File: src/rtl/core/lxc_pkg.sv
// ----------------------------------------------------------------------------
// lxc_pkg
// Types and constants shared by the cipher core, its channels and its checker.
// ----------------------------------------------------------------------------
package lxc_pkg;

	localparam logic [31:0] LCG_MUL = 32'h41C6_4E6D;
	localparam logic [31:0] LCG_ADD = 32'h0000_6073;

	localparam logic [1:0] FUNC_DECRYPT  = 2'd0;
	localparam logic [1:0] FUNC_ENCRYPT  = 2'd1;
	localparam logic [1:0] FUNC_CHECKSUM = 2'd2;

	typedef struct packed {
		logic [1:0]  func;
		logic [15:0] data_word;
		logic        first_word;
		logic [31:0] seed_value;
		logic        last_word;
	} in_item_t;

	typedef struct packed {
		logic [15:0] out_word;
		logic [15:0] running_sum;
		logic        last_out;
		logic        sum_matches;
	} out_item_t;

	typedef struct packed {
		logic [1:0]  func;
		logic [15:0] data_word;
		logic [15:0] key;
		logic [15:0] expected;
		logic        first_word;
		logic        last_word;
	} key_item_t;

endpackage

File: src/rtl/core/lxc_in_if.sv
// ----------------------------------------------------------------------------
// lxc_in_if
// Request channel carrying one record word with its control bits.
// ----------------------------------------------------------------------------
interface lxc_in_if;
	logic              valid;
	logic              ready;
	lxc_pkg::in_item_t data;

	modport source (output valid, output data, input ready);
	modport sink (input valid, input data, output ready);
endinterface

File: src/rtl/core/lxc_out_if.sv
// ----------------------------------------------------------------------------
// lxc_out_if
// Result channel carrying one transformed word with its checksum status.
// ----------------------------------------------------------------------------
interface lxc_out_if;
	logic               valid;
	logic               ready;
	lxc_pkg::out_item_t data;

	modport source (output valid, output data, input ready);
	modport sink (input valid, input data, output ready);
endinterface

File: src/rtl/core/lcg_xor_cipher_with_checksum_core.sv
// ----------------------------------------------------------------------------
// lcg_xor_cipher_with_checksum_core
// Stream cipher over 16-bit record words with an additive plaintext checksum.
// ----------------------------------------------------------------------------
// Each accepted request is registered in item_s1, key_s2 and out_s3 in turn.
// Throughput: one word per cycle while dout is not stalled.
// Stalls on dout back up stage by stage, and empty stages keep taking words.
// Reset clears the generator state, checksum, expected sum and all valid bits.
module lcg_xor_cipher_with_checksum_core (
	input logic         clk,
	input logic         arst_n,
	lxc_in_if.sink      din,
	lxc_out_if.source   dout
);

	logic               v_s1;
	logic               v_s2;
	logic               v_s3;
	logic               rdy1;
	logic               rdy2;
	logic               rdy3;
	logic               adv2;
	logic               adv3;
	lxc_pkg::in_item_t  item_s1;
	lxc_pkg::key_item_t key_s2;
	lxc_pkg::out_item_t out_s3;

	assign rdy3 = !v_s3 || dout.ready;
	assign rdy2 = !v_s2 || rdy3;
	assign rdy1 = !v_s1 || rdy2;
	assign adv2 = v_s1 && rdy2;
	assign adv3 = v_s2 && rdy3;

	assign din.ready  = rdy1;
	assign dout.valid = v_s3;
	assign dout.data  = out_s3;

	always_ff @(posedge clk or negedge arst_n) begin
		if (!arst_n) begin
			v_s1 <= 1'b0;
			v_s2 <= 1'b0;
			v_s3 <= 1'b0;
		end else begin
			if (rdy1) begin
				v_s1 <= din.valid;
			end
			if (rdy2) begin
				v_s2 <= v_s1;
			end
			if (rdy3) begin
				v_s3 <= v_s2;
			end
		end
	end

	always_ff @(posedge clk) begin
		if (din.valid && rdy1) begin
			item_s1 <= din.data;
		end
	end

	lxc_lcg u_lcg (
		.clk    (clk),
		.arst_n (arst_n),
		.adv    (adv2),
		.item   (item_s1),
		.key_s2 (key_s2)
	);

	lxc_mix u_mix (
		.clk    (clk),
		.arst_n (arst_n),
		.adv    (adv3),
		.key_s2 (key_s2),
		.out_s3 (out_s3)
	);

endmodule

File: src/rtl/core/lxc_lcg.sv
// ----------------------------------------------------------------------------
// lxc_lcg
// Generator stage: reseeds on the first word, advances the state and
// registers the keystream word together with the request.
// ----------------------------------------------------------------------------
module lxc_lcg (
	input  logic               clk,
	input  logic               arst_n,
	input  logic               adv,
	input  lxc_pkg::in_item_t  item,
	output lxc_pkg::key_item_t key_s2
);

	logic [31:0] state_q;
	logic [15:0] expected_q;
	logic [31:0] base;
	logic [31:0] state_nxt;
	logic [15:0] expected_nxt;

	always_comb begin
		base         = item.first_word ? item.seed_value : state_q;
		expected_nxt = item.first_word ? item.seed_value[15:0] : expected_q;
		state_nxt    = base * lxc_pkg::LCG_MUL + lxc_pkg::LCG_ADD;
	end

	always_ff @(posedge clk or negedge arst_n) begin
		if (!arst_n) begin
			state_q    <= '0;
			expected_q <= '0;
		end else if (adv) begin
			state_q    <= state_nxt;
			expected_q <= expected_nxt;
		end
	end

	always_ff @(posedge clk) begin
		if (adv) begin
			key_s2.func       <= item.func;
			key_s2.data_word  <= item.data_word;
			key_s2.key        <= state_nxt[31:16];
			key_s2.expected   <= expected_nxt;
			key_s2.first_word <= item.first_word;
			key_s2.last_word  <= item.last_word;
		end
	end

endmodule

File: src/rtl/core/lxc_mix.sv
// ----------------------------------------------------------------------------
// lxc_mix
// Result stage: applies the keystream on decrypt and encrypt, accumulates the
// plaintext checksum and registers the result word.
// ----------------------------------------------------------------------------
module lxc_mix (
	input  logic               clk,
	input  logic               arst_n,
	input  logic               adv,
	input  lxc_pkg::key_item_t key_s2,
	output lxc_pkg::out_item_t out_s3
);

	logic [15:0] sum_q;
	logic [15:0] result;
	logic [15:0] plain;
	logic [15:0] sum_nxt;

	always_comb begin
		case (key_s2.func)
			lxc_pkg::FUNC_DECRYPT: begin
				result = key_s2.data_word ^ key_s2.key;
				plain  = result;
			end
			lxc_pkg::FUNC_ENCRYPT: begin
				result = key_s2.data_word ^ key_s2.key;
				plain  = key_s2.data_word;
			end
			default: begin
				result = key_s2.data_word;
				plain  = key_s2.data_word;
			end
		endcase
		sum_nxt = (key_s2.first_word ? 16'd0 : sum_q) + plain;
	end

	always_ff @(posedge clk or negedge arst_n) begin
		if (!arst_n) begin
			sum_q <= '0;
		end else if (adv) begin
			sum_q <= sum_nxt;
		end
	end

	always_ff @(posedge clk) begin
		if (adv) begin
			out_s3.out_word    <= result;
			out_s3.running_sum <= sum_nxt;
			out_s3.last_out    <= key_s2.last_word;
			out_s3.sum_matches <= key_s2.last_word && (sum_nxt == key_s2.expected);
		end
	end

endmodule

File: src/flat_wrapper.sv
// flat-port wrapper written by rule: the top's interface ports become plain ports
module lcg_xor_cipher_with_checksum_core_flat 
  (clk, arst_n, din_valid, din_data, din_ready, dout_valid, dout_data, dout_ready);
  lxc_in_if din_i ();
  lxc_out_if dout_i ();
  input logic clk;
  input logic arst_n;
  input wire logic [$bits(din_i.valid)-1:0] din_valid;
  input wire logic [$bits(din_i.data)-1:0] din_data;
  output wire logic [$bits(din_i.ready)-1:0] din_ready;
  output wire logic [$bits(dout_i.valid)-1:0] dout_valid;
  output wire logic [$bits(dout_i.data)-1:0] dout_data;
  input wire logic [$bits(dout_i.ready)-1:0] dout_ready;
  assign din_i.valid = din_valid;
  assign din_i.data = din_data;
  assign din_ready = din_i.ready;
  assign dout_valid = dout_i.valid;
  assign dout_data = dout_i.data;
  assign dout_i.ready = dout_ready;
  lcg_xor_cipher_with_checksum_core u_core (.clk(clk), .arst_n(arst_n), .din(din_i), .dout(dout_i));
endmodule
File: config.mk
export PLATFORM = sky130hd
export DESIGN_NAME = lcg_xor_cipher_with_checksum_core_flat
export DESIGN_NICKNAME = d
export VERILOG_FILES = /design/src/rtl/core/lxc_pkg.sv /design/src/rtl/core/lxc_in_if.sv /design/src/rtl/core/lxc_out_if.sv /design/src/rtl/core/lcg_xor_cipher_with_checksum_core.sv /design/src/rtl/core/lxc_lcg.sv /design/src/rtl/core/lxc_mix.sv /design/src/flat_wrapper.sv
export SDC_FILE = /design/constraint.sdc
export NUM_CORES = 1
export LEC_CHECK = 0
export BUFFER_PORTS_ARGS = -buffer_cell sky130_fd_sc_hd__clkbuf_2
export CAP_MARGIN = 25
export CORE_MARGIN = 3
export CORE_UTILIZATION = 43
export DETAILED_ROUTE_END_ITERATION = 16
export PLACE_DENSITY = 0.67
export SETUP_SLACK_MARGIN = 0.05
export SYNTH_ARGS = -nofsm -noshare
export SYNTH_HDL_FRONTEND = slang
export SYNTH_SLANG_ARGS = --single-unit
File: constraint.sdc
create_clock -name clk -period 10.9 [get_ports clk]
set_clock_uncertainty 0.15 [all_clocks]
set_input_delay 1.09 -clock clk [delete_from_list [all_inputs] [get_ports clk]]
set_output_delay 1.09 -clock clk [all_outputs]
set_load 0.005 [all_outputs]
==> run_results.csv, run 1 <==
group,metric,value,unit
outcome,status,"complete, no violations",
final_layout,syn_to_final_growth,10.3,%
synthesis,mappedNetlistArea,18000,sq um
cts,cts.sinks,205,
sta,slew_viol_final,0,
cts,cts_tree,"built",
placed_design,gp_congestion,0.993,
die,dieArea,44400,sq um
sta,hold_violations,0,
job,maxCapViolations,0,
critical_path,worstPathMaxFanout,63,
cts,clock_path_buffers,3,
final_layout,diodes,0,
synthesis,synth_edf_count,138,
sta,layout_worst_path_cycle_share,76.0,%
detailed_routing,wl_per_cell,18.8,um
detailed_routing,vias,11686,
sta,tns,0,ps
cts,path_clk_slew,70,ps
detailed_routing,wl,43500,um
die,core_area,41100,sq um
final_layout,layout_commonest_cell,"inv_1",
cts,cts_buffers,22,
synthesis,ys_seq_area_share,32.3,%
global_routing,grt.total_usage,20.1,%
sta,min_period,8280,ps
critical_path,rr_startpoint,"u_core.item_s1[33]$_DFFE_PP_",
cts,cts_resized,0,
critical_path,r2r_end,"u_core.u_lcg.state_q[25]$_DFFE_PN0P_",
synthesis,synthesis.nets,2141,
hold_path,holdPathStages,0,
synthesis,yosys_warnings,0,
critical_path,crit_type,"register to register",
cts,clk_latency,530,ps
global_routing,grt_first_pass_wirelength,69200,um
cts,post-cts-setup-buffers,0,
hold_path,min_from,"u_core.item_s1[46]$_DFFE_PP_",
die,io_pins,92,
die,initial_core_util,43.8,%
final_layout,final_cell_mix,"424 x inv_1, 227 x ha_1, 187 x fa_1",
hold_path,hold_end,"u_core.u_lcg.key_s2[46]$_DFFE_PP_",
die,die_height,211,um
synthesis,syn_area_per_cell,10.8,sq um
final_layout,final.fill_count,3789,
final_layout,fin_nets,2244,
detailed_routing,drt-initial-drc-count,683,
placed_design,io_buffer_count,91,
critical_path,critPathArrivalTime,8540,ps
cts,clock-root-buffer,"clkbuf_16",
critical_path,required,11160,ps
synthesis,ys.flop_type,"edfxtp_1",
sta,fmax,121,MHz
critical_path,reg2reg_slack,2620,ps
detailed_routing,firstDrtPassIters,5,
global_routing,overflow,0,
global_routing,grt_pass1_vias,12385,
critical_path,end_kind,"register",
synthesis,synth.distinct_cells,60,
cts,cts_hold_buf,0,
synthesis,synth_cells,1671,
detailed_routing,via_per_inst,5.03,
final_layout,final_cells,2322,
synthesis,ys_async_sr_fraction,32.7,%
global_routing,grt_antenna_before_repair,1,
die,row_count,74,
synthesis,ys_ff_latch,205,
detailed_routing,final_antenna_net_count,0,
placed_design,hpwl,36000,um
placed_design,dp_cells,2281,
critical_path,rr_worst_depth,24,
sta,rsz0062_at_grt,"no",
detailed_routing,drc_errors,0,
hold_path,hold_class,"register to register",
sta,tightestPinTransition,1010,ps
cts,cts.htree.levels,1,
critical_path,cp-start-kind,"register",
die,die_w,211,um
sta,slew-limit-headroom,32.6,%
sta,setup_violations,0,
final_layout,drive_gt1_share,10.0,%
global_routing,grt_max_degree,81,
-- area by class of cell --
type / instances / area (sq um) / area share, %
Multi-Input combinational cell: 1015 / 10500 / 52.8
Sequential cell: 205 / 5820 / 29.3
Inverter: 426 / 1600 / 8.06
Tap cell: 532 / 666 / 3.35
Clock buffer: 28 / 573 / 2.89
Timing Repair Buffer: 104 / 573 / 2.89
Clock inverter: 12 / 140 / 0.706
-- state kept, by name (all words and copies together), names as in the netlist --
name / count
u_core.u_lcg.expected_q: 16
u_core.v_s2: 1
u_core.v_s1: 1
u_core.u_lcg.state_q: 32
u_core.u_mix.sum_q: 16
u_core.u_lcg.key_s2: 52
u_core.item_s1: 52
u_core.dout.valid: 1
u_core.u_mix.out_s3: 34
-- per-stage QoR --
step                      cell area (sq um)  setup WS, ps  util, %  hold slack (ps)
after floorplan                       18000          3040        -              250
after global placement                19100          2850     46.5              257
after detailed placement              19100          2690     46.5              255
after CTS                             19800          2660     48.2              271
after global routing                  19900          2230     48.3              276
final                                 19900          2620     48.3              273
-- per-layer routing --
layer | wire length [um] | global-route usage, % | vias to the layer above
li1 | - | - | 5511
met1 | 18800 | 27.1 | 5799
met2 | 21000 | 34.1 | 303
met3 | 2100 | 2.03 | 73
met4 | 1630 | 6.93 | 0
met5 | 0 | 0 | -
-- worst max-delay path, stage by stage, from the launching register on --
cell,delay [ps]
edfxtp_1,330
buf_4,620
mux2i_1,680
inv_1,300
ha_1,350
xnor2_1,230
ha_1,230
or2_2,310
fa_1,450
fa_1,380
ha_1,290
inv_1,50
fa_1,530
inv_1,50
fa_1,450
fa_1,380
ha_1,370
a21o_4,220
a311o_1,380
a211oi_2,270
o311ai_2,150
a31oi_1,360
a21oi_1,140
xor2_1,170
mux2_4,260
-- cell usage after synthesis (all sizes together) (5+ instances only) --
library cell,n,area share (%)
o21ai,52,1.4
nand3,13,0.36
o21a,19,0.79
a21o,13,0.58
edfxtp,138,23
mux2i,18,1.0
nor2b,20,0.69
clkbuf,17,0.36
fa,187,21
and3,5,0.17
nand2,129,2.7
mux2,29,1.9
nand4,6,0.21
o21bai,5,0.21
xnor2,87,4.2
inv,425,8.9
buf,8,0.23
a31oi,9,0.31
dfrtp,67,9.3
a21oi,47,1.3
nor3,13,0.36
ha,227,16
nor2,27,0.56
a211oi,10,0.44
nand2b,26,0.90
nor4,5,0.17
or2,7,0.24
xor2,30,1.5
-- worst max-delay path by stage --
| stage | end | depth (start not counted) | startpoint | slack [ps] |
|---|---|---|---|---|
| floorplan | u_core.u_lcg.key_s2[30]$_DFFE_PP_ | 29 | u_core.item_s1[33]$_DFFE_PP_ | 3040 |
| global placement | u_core.u_lcg.state_q[25]$_DFFE_PN0P_ | 24 | u_core.item_s1[33]$_DFFE_PP_ | 2850 |
| detailed placement | u_core.u_lcg.state_q[25]$_DFFE_PN0P_ | 24 | u_core.item_s1[33]$_DFFE_PP_ | 2690 |
| CTS | u_core.u_lcg.state_q[25]$_DFFE_PN0P_ | 24 | u_core.item_s1[33]$_DFFE_PP_ | 2660 |
| global route | u_core.u_lcg.state_q[25]$_DFFE_PN0P_ | 24 | u_core.item_s1[33]$_DFFE_PP_ | 2230 |
| finish | u_core.u_lcg.state_q[25]$_DFFE_PN0P_ | 24 | u_core.item_s1[33]$_DFFE_PP_ | 2620 |
-- cell families after synthesis --
logic type	Yosys count	synth area share [%]
AO/OA/AOI/OAI	178	6.32
XOR/XNOR	118	5.82
adder cells (fa/ha/maj)	414	36.6
buffers and inverters	451	9.47
flip-flops	205	32.3
multiplexers	47	2.86
AND/OR/NAND/NOR	258	6.64
Power of run 1 is not shown: default switching activity piles up to over one toggle a cycle in this logic, so the estimate is an artifact.
==> inputs of run 2 (changes only) <==
Settings changed: PLACE_DENSITY 0.67 to 0.7.
Clock period 10.9 ns to 7.3 ns, I/O delays scaled along.
==> run_results.csv, run 2 (synthesis results as in run 1) <==
group,metric,value,unit
final_layout,reg_top3,"u_core.item_s1: 52 flops, u_core.u_lcg.key_s2: 52 flops, u_core.u_mix.out_s3: 34 flops",
detailed_routing,drt-initial-drc-count,653,
sta,rsz0062_at_grt,"yes",
sta,slew-limit-headroom,36.7,%
detailed_routing,firstDrtPassIters,5,
critical_path,critPathMaxStageDelay,570,ps
critical_path,end_kind,"register",
critical_path,cp-start-kind,"register",
detailed_routing,drc_errors,0,
final_layout,syn_to_final_growth,20.0,%
critical_path,required,7400,ps
critical_path,worstPathMaxFanout,9,
sta,slew_viol_final,0,
cts,path_clk_slew,60,ps
final_layout,layout_commonest_cell,"inv_1",
detailed_routing,final_antenna_net_count,0,
global_routing,grt_first_pass_wirelength,71000,um
sta,min_period,7210,ps
sta,layout_worst_path_cycle_share,98.7,%
placed_design,gp_congestion,0.987,
sta,setup_violations,0,
cts,cts.htree.levels,1,
die,initial_core_util,43.8,%
die,io_pins,92,
cts,clock-root-buffer,"clkbuf_16",
placed_design,hpwl,37000,um
detailed_routing,via_per_inst,4.99,
critical_path,critPathArrivalTime,7310,ps
cts,cts_tree,"built",
critical_path,slowest_stage,"fa_1",
hold_path,hold_class,"primary input to register",
sta,hold_violations,0,
placed_design,pre_cts_ws,-305,ps
die,row_count,74,
cts,clk_latency,510,ps
final_layout,fin_nets,2353,
die,die_w,211,um
final_layout,fin_area,21600,sq um
final_layout,final_cell_mix,"406 x inv_1, 193 x ha_1, 181 x fa_1",
die,dieArea,44400,sq um
final_layout,seqCellArea,5820,sq um
cts,cts_buffers,21,
global_routing,grt.total_usage,20.6,%
global_routing,overflow,0,
global_routing,grt_pass1_vias,12918,
critical_path,rr_worst_depth,28,
cts,clock_path_buffers,3,
placed_design,io_buffer_count,91,
sta,tightestPinTransition,949,ps
detailed_routing,wl,46000,um
critical_path,crit_top_cell,"fa_1",
detailed_routing,vias,12127,
job,maxCapViolations,0,
outcome,status,"complete, no violations",
placed_design,dpl_cell_area,19700,sq um
global_routing,grt_max_degree,77,
final_layout,final.fill_count,3549,
hold_path,holdPathStages,1,
final_layout,diodes,0,
sta,fin_ws,93.1,ps
die,core_area,41100,sq um
die,die_height,211,um
cts,cts.sinks,205,
final_layout,drive_gt1_share,21.5,%
final_layout,multi_input_area,11300,sq um
critical_path,crit_type,"register to register",
sta,fmax,139,MHz
global_routing,grt_antenna_before_repair,0,
detailed_routing,wl_per_cell,18.9,um
## run 2: critical path, delay by kind of cell, from the launching register on
| kind | cells | cell delay (ps) |
|---|---|---|
| adder cells (fa/ha/maj) | 9 | 3840 |
| AO/OA/AOI/OAI | 8 | 1470 |
| buffers and inverters | 7 | 670 |
| flip-flops | 1 | 400 |
| AND/OR/NAND/NOR | 3 | 250 |
| XOR/XNOR | 1 | 160 |
## run 2: layer usage
metal / vias up / wire (um) / global-route usage [%] / part of all wire [%]
li1: 5728 / - / - / -
met1: 6004 / 19000 / 26.6 / 41
met2: 311 / 23200 / 36.7 / 50
met3: 84 / 2170 / 1.86 / 4.7
met4: 0 / 1550 / 6.65 / 3.4
met5: - / 0 / 0 / 0
## run 2: area by class of cell
class,count,area share [%]
clock buffer,29,2.62
clock inverter,9,0.533
inverter,426,7.58
multi-input combinational,1015,52.3
sequential,205,26.9
tap,532,3.08
timing repair buffer,214,6.91
## run 2: worst paths after layout
kind                                              startpoint                                     end  slack, ps
worst max register to register  u_core.item_s1[33]$_DFFE_PP_       u_core.u_lcg.key_s2[30]$_DFFE_PP_         90
worst max-delay path            u_core.item_s1[33]$_DFFE_PP_       u_core.u_lcg.key_s2[30]$_DFFE_PP_         90
min in group asynchronous                             arst_n  u_core.u_lcg.expected_q[5]$_DFFE_PN0P_        310
max in group asynchronous                             arst_n      u_core.u_mix.sum_q[12]$_DFFE_PN0P_       6080
worst min-delay path                            din_data[28]            u_core.item_s1[28]$_DFFE_PP_        250
worst min register to register  u_core.item_s1[36]$_DFFE_PP_       u_core.u_lcg.key_s2[36]$_DFFE_PP_        270
## run 2: per-stage QoR
step	setup TNS (ps)	instances	utilization, %	hold WS [ps]
2_1_floorplan	0	1671	-	250
3_3_place_gp	-358	2348	47.9	255
3_5_place_dp	-1730	2348	47.9	255
4_1_cts	0	2398	50.6	225
5_1_grt	-381	2430	52.5	232
6_report	0	2430	52.5	247
## run 2: what timing repair did
item                                    in CTS  in global routing
endpoints found under the setup margin      14                 20
hold buffers                                 0                  0
gates resized for setup                     68                115
buffers inserted                             9                 34
gates cloned                                 3                  0
pin swaps                                   21                 51
Power of run 2 is left out for the same reason.
==> inputs of run 3 (changes only) <==
Settings changed: MAX_ROUTING_LAYER set to met4.
==> run_results.csv, run 3 (synthesis results as in run 1) <==
group,metric,value,unit
cts,path_clk_slew,70,ps
global_routing,grt_max_degree,73,
sta,setup_violations,0,
global_routing,grt_first_pass_wirelength,71800,um
critical_path,cp-start-kind,"register",
final_layout,fin_area,21600,sq um
critical_path,slowest_stage,"fa_1",
critical_path,critPathMaxStageDelay,540,ps
critical_path,crit_top_cell,"fa_1",
outcome,status,"complete, no violations",
final_layout,drive_gt1_share,21.3,%
global_routing,overflow,0,
sta,tightestPinTransition,934,ps
final_layout,final_cell_mix,"398 x inv_1, 189 x ha_1, 181 x fa_1",
cts,clk_latency,500,ps
sta,holdWs,256,ps
cts,clock-root-buffer,"clkbuf_16",
final_layout,final.fill_count,3545,
critical_path,crit_type,"register to register",
detailed_routing,wl,46100,um
critical_path,critPathArrivalTime,7340,ps
critical_path,rr_startpoint,"u_core.item_s1[33]$_DFFE_PP_",
final_layout,reg_top3,"u_core.item_s1: 52 flops, u_core.u_lcg.key_s2: 52 flops, u_core.u_mix.out_s3: 34 flops",
job,maxCapViolations,0,
cts,cts_hold_buf,0,
die,core_area,41100,sq um
die,dieArea,44400,sq um
die,die_height,211,um
detailed_routing,drt-initial-drc-count,699,
detailed_routing,drc_errors,0,
cts,cts_buffers,21,
placed_design,io_buffer_count,91,
sta,slew_viol_final,0,
placed_design,gp_congestion,1.01,
final_layout,fin_util,52.4,%
critical_path,end_kind,"register",
detailed_routing,firstDrtPassIters,5,
final_layout,fin_nets,2340,
final_layout,syn_to_final_growth,19.7,%
placed_design,dpl_cell_area,19700,sq um
final_layout,layout_commonest_cell,"inv_1",
cts,clock_path_buffers,3,
detailed_routing,wl_per_cell,19.1,um
die,die_w,211,um
die,row_count,74,
die,initial_core_util,43.8,%
hold_path,min_from,"din_data[44]",
sta,layout_worst_path_cycle_share,97.4,%
die,io_pins,92,
placed_design,hpwl,37700,um
sta,rsz0062_at_grt,"yes",
critical_path,worstPathMaxFanout,8,
critical_path,crit_start,"u_core.item_s1[33]$_DFFE_PP_",
cts,cts.htree.levels,1,
sta,min_period,7110,ps
sta,hold_violations,0,
detailed_routing,vias,12168,
global_routing,grt_antenna_before_repair,1,
detailed_routing,via_per_inst,5.03,
global_routing,grt_pass1_vias,12983,
global_routing,grt.total_usage,21.5,%
hold_path,hold_class,"primary input to register",
detailed_routing,final_antenna_net_count,0,
sta,fmax,141,MHz
sta,slew-limit-headroom,37.8,%
critical_path,required,7530,ps
cts,cts_tree,"built",
cts,cts.sinks,205,
-- run 3: cell count changes in the layout (fill, tap and decap cells not counted), sizes merged --
cell	change
inv	-3
clkbuf	-2
buf	-14
diode	+1
clkinv	+5
-- run 3: worst paths after layout --
kind                       slack, ps                                     end  cells after the start
setup / recovery                 190    u_core.u_lcg.state_q[30]$_DFFE_PN0P_                     28
setup reg to reg                 190    u_core.u_lcg.state_q[30]$_DFFE_PN0P_                     28
hold reg to reg                  270       u_core.u_lcg.key_s2[44]$_DFFE_PP_                      0
hold / removal                   260            u_core.item_s1[44]$_DFFE_PP_                      1
max in group asynchronous       6080    u_core.u_lcg.state_q[27]$_DFFE_PN0P_                      2
min in group asynchronous        300  u_core.u_lcg.expected_q[9]$_DFFE_PN0P_                      2
-- run 3: cell type report --
cell class | instances | area [sq um] | share of cell area [%]
Clock inverter | 11 | 120 | 0.557
Antenna cell | 1 | 2.50 | 0.0116
Clock buffer | 26 | 576 | 2.67
Inverter | 426 | 1630 | 7.57
Timing Repair Buffer | 201 | 1380 | 6.41
Sequential cell | 205 | 5820 | 27.0
Multi-Input combinational cell | 1015 | 11400 | 52.7
Tap cell | 532 | 666 | 3.09
-- run 3: what timing repair did --
item,in CTS,in global routing
setup endpoints to repair,14,22
gates resized for setup,46,132
buffers inserted,3,19
endpoints found under the hold margin,0,0
pin swaps,5,56
cloned,2,1
-- run 3: layer usage --
metal	track usage, %	share of wire (%)
met2	36.5	49
met1	27.1	42
met3	2.12	4.7
met4	7.48	3.9
met5	-	0
-- run 3: metrics by stage --
stage / std cells / TNS, ps / setup WS [ps]
6_report: 2417 / 0 / 189
5_1_grt: 2417 / -125 / -66.6
2_1_floorplan: 1671 / 0 / 50.4
3_5_place_dp: 2355 / -1380 / -237
3_3_place_gp: 2355 / -121 / -89.8
4_1_cts: 2397 / 0 / 43.3
-- run 3: worst max-delay path: cells and delay by family (launching register included) --
kind | cells | cell delay [ps]
adders and majority gates | 9 | 3820
xor gates and xnor gates | 1 | 170
muxes | 1 | 270
AOI/OAI and AO/OA | 5 | 1100
and+or+nand+nor | 3 | 310
DFF | 1 | 440
buffers and inverters | 9 | 720
Power of run 3 is left out for the same reason.
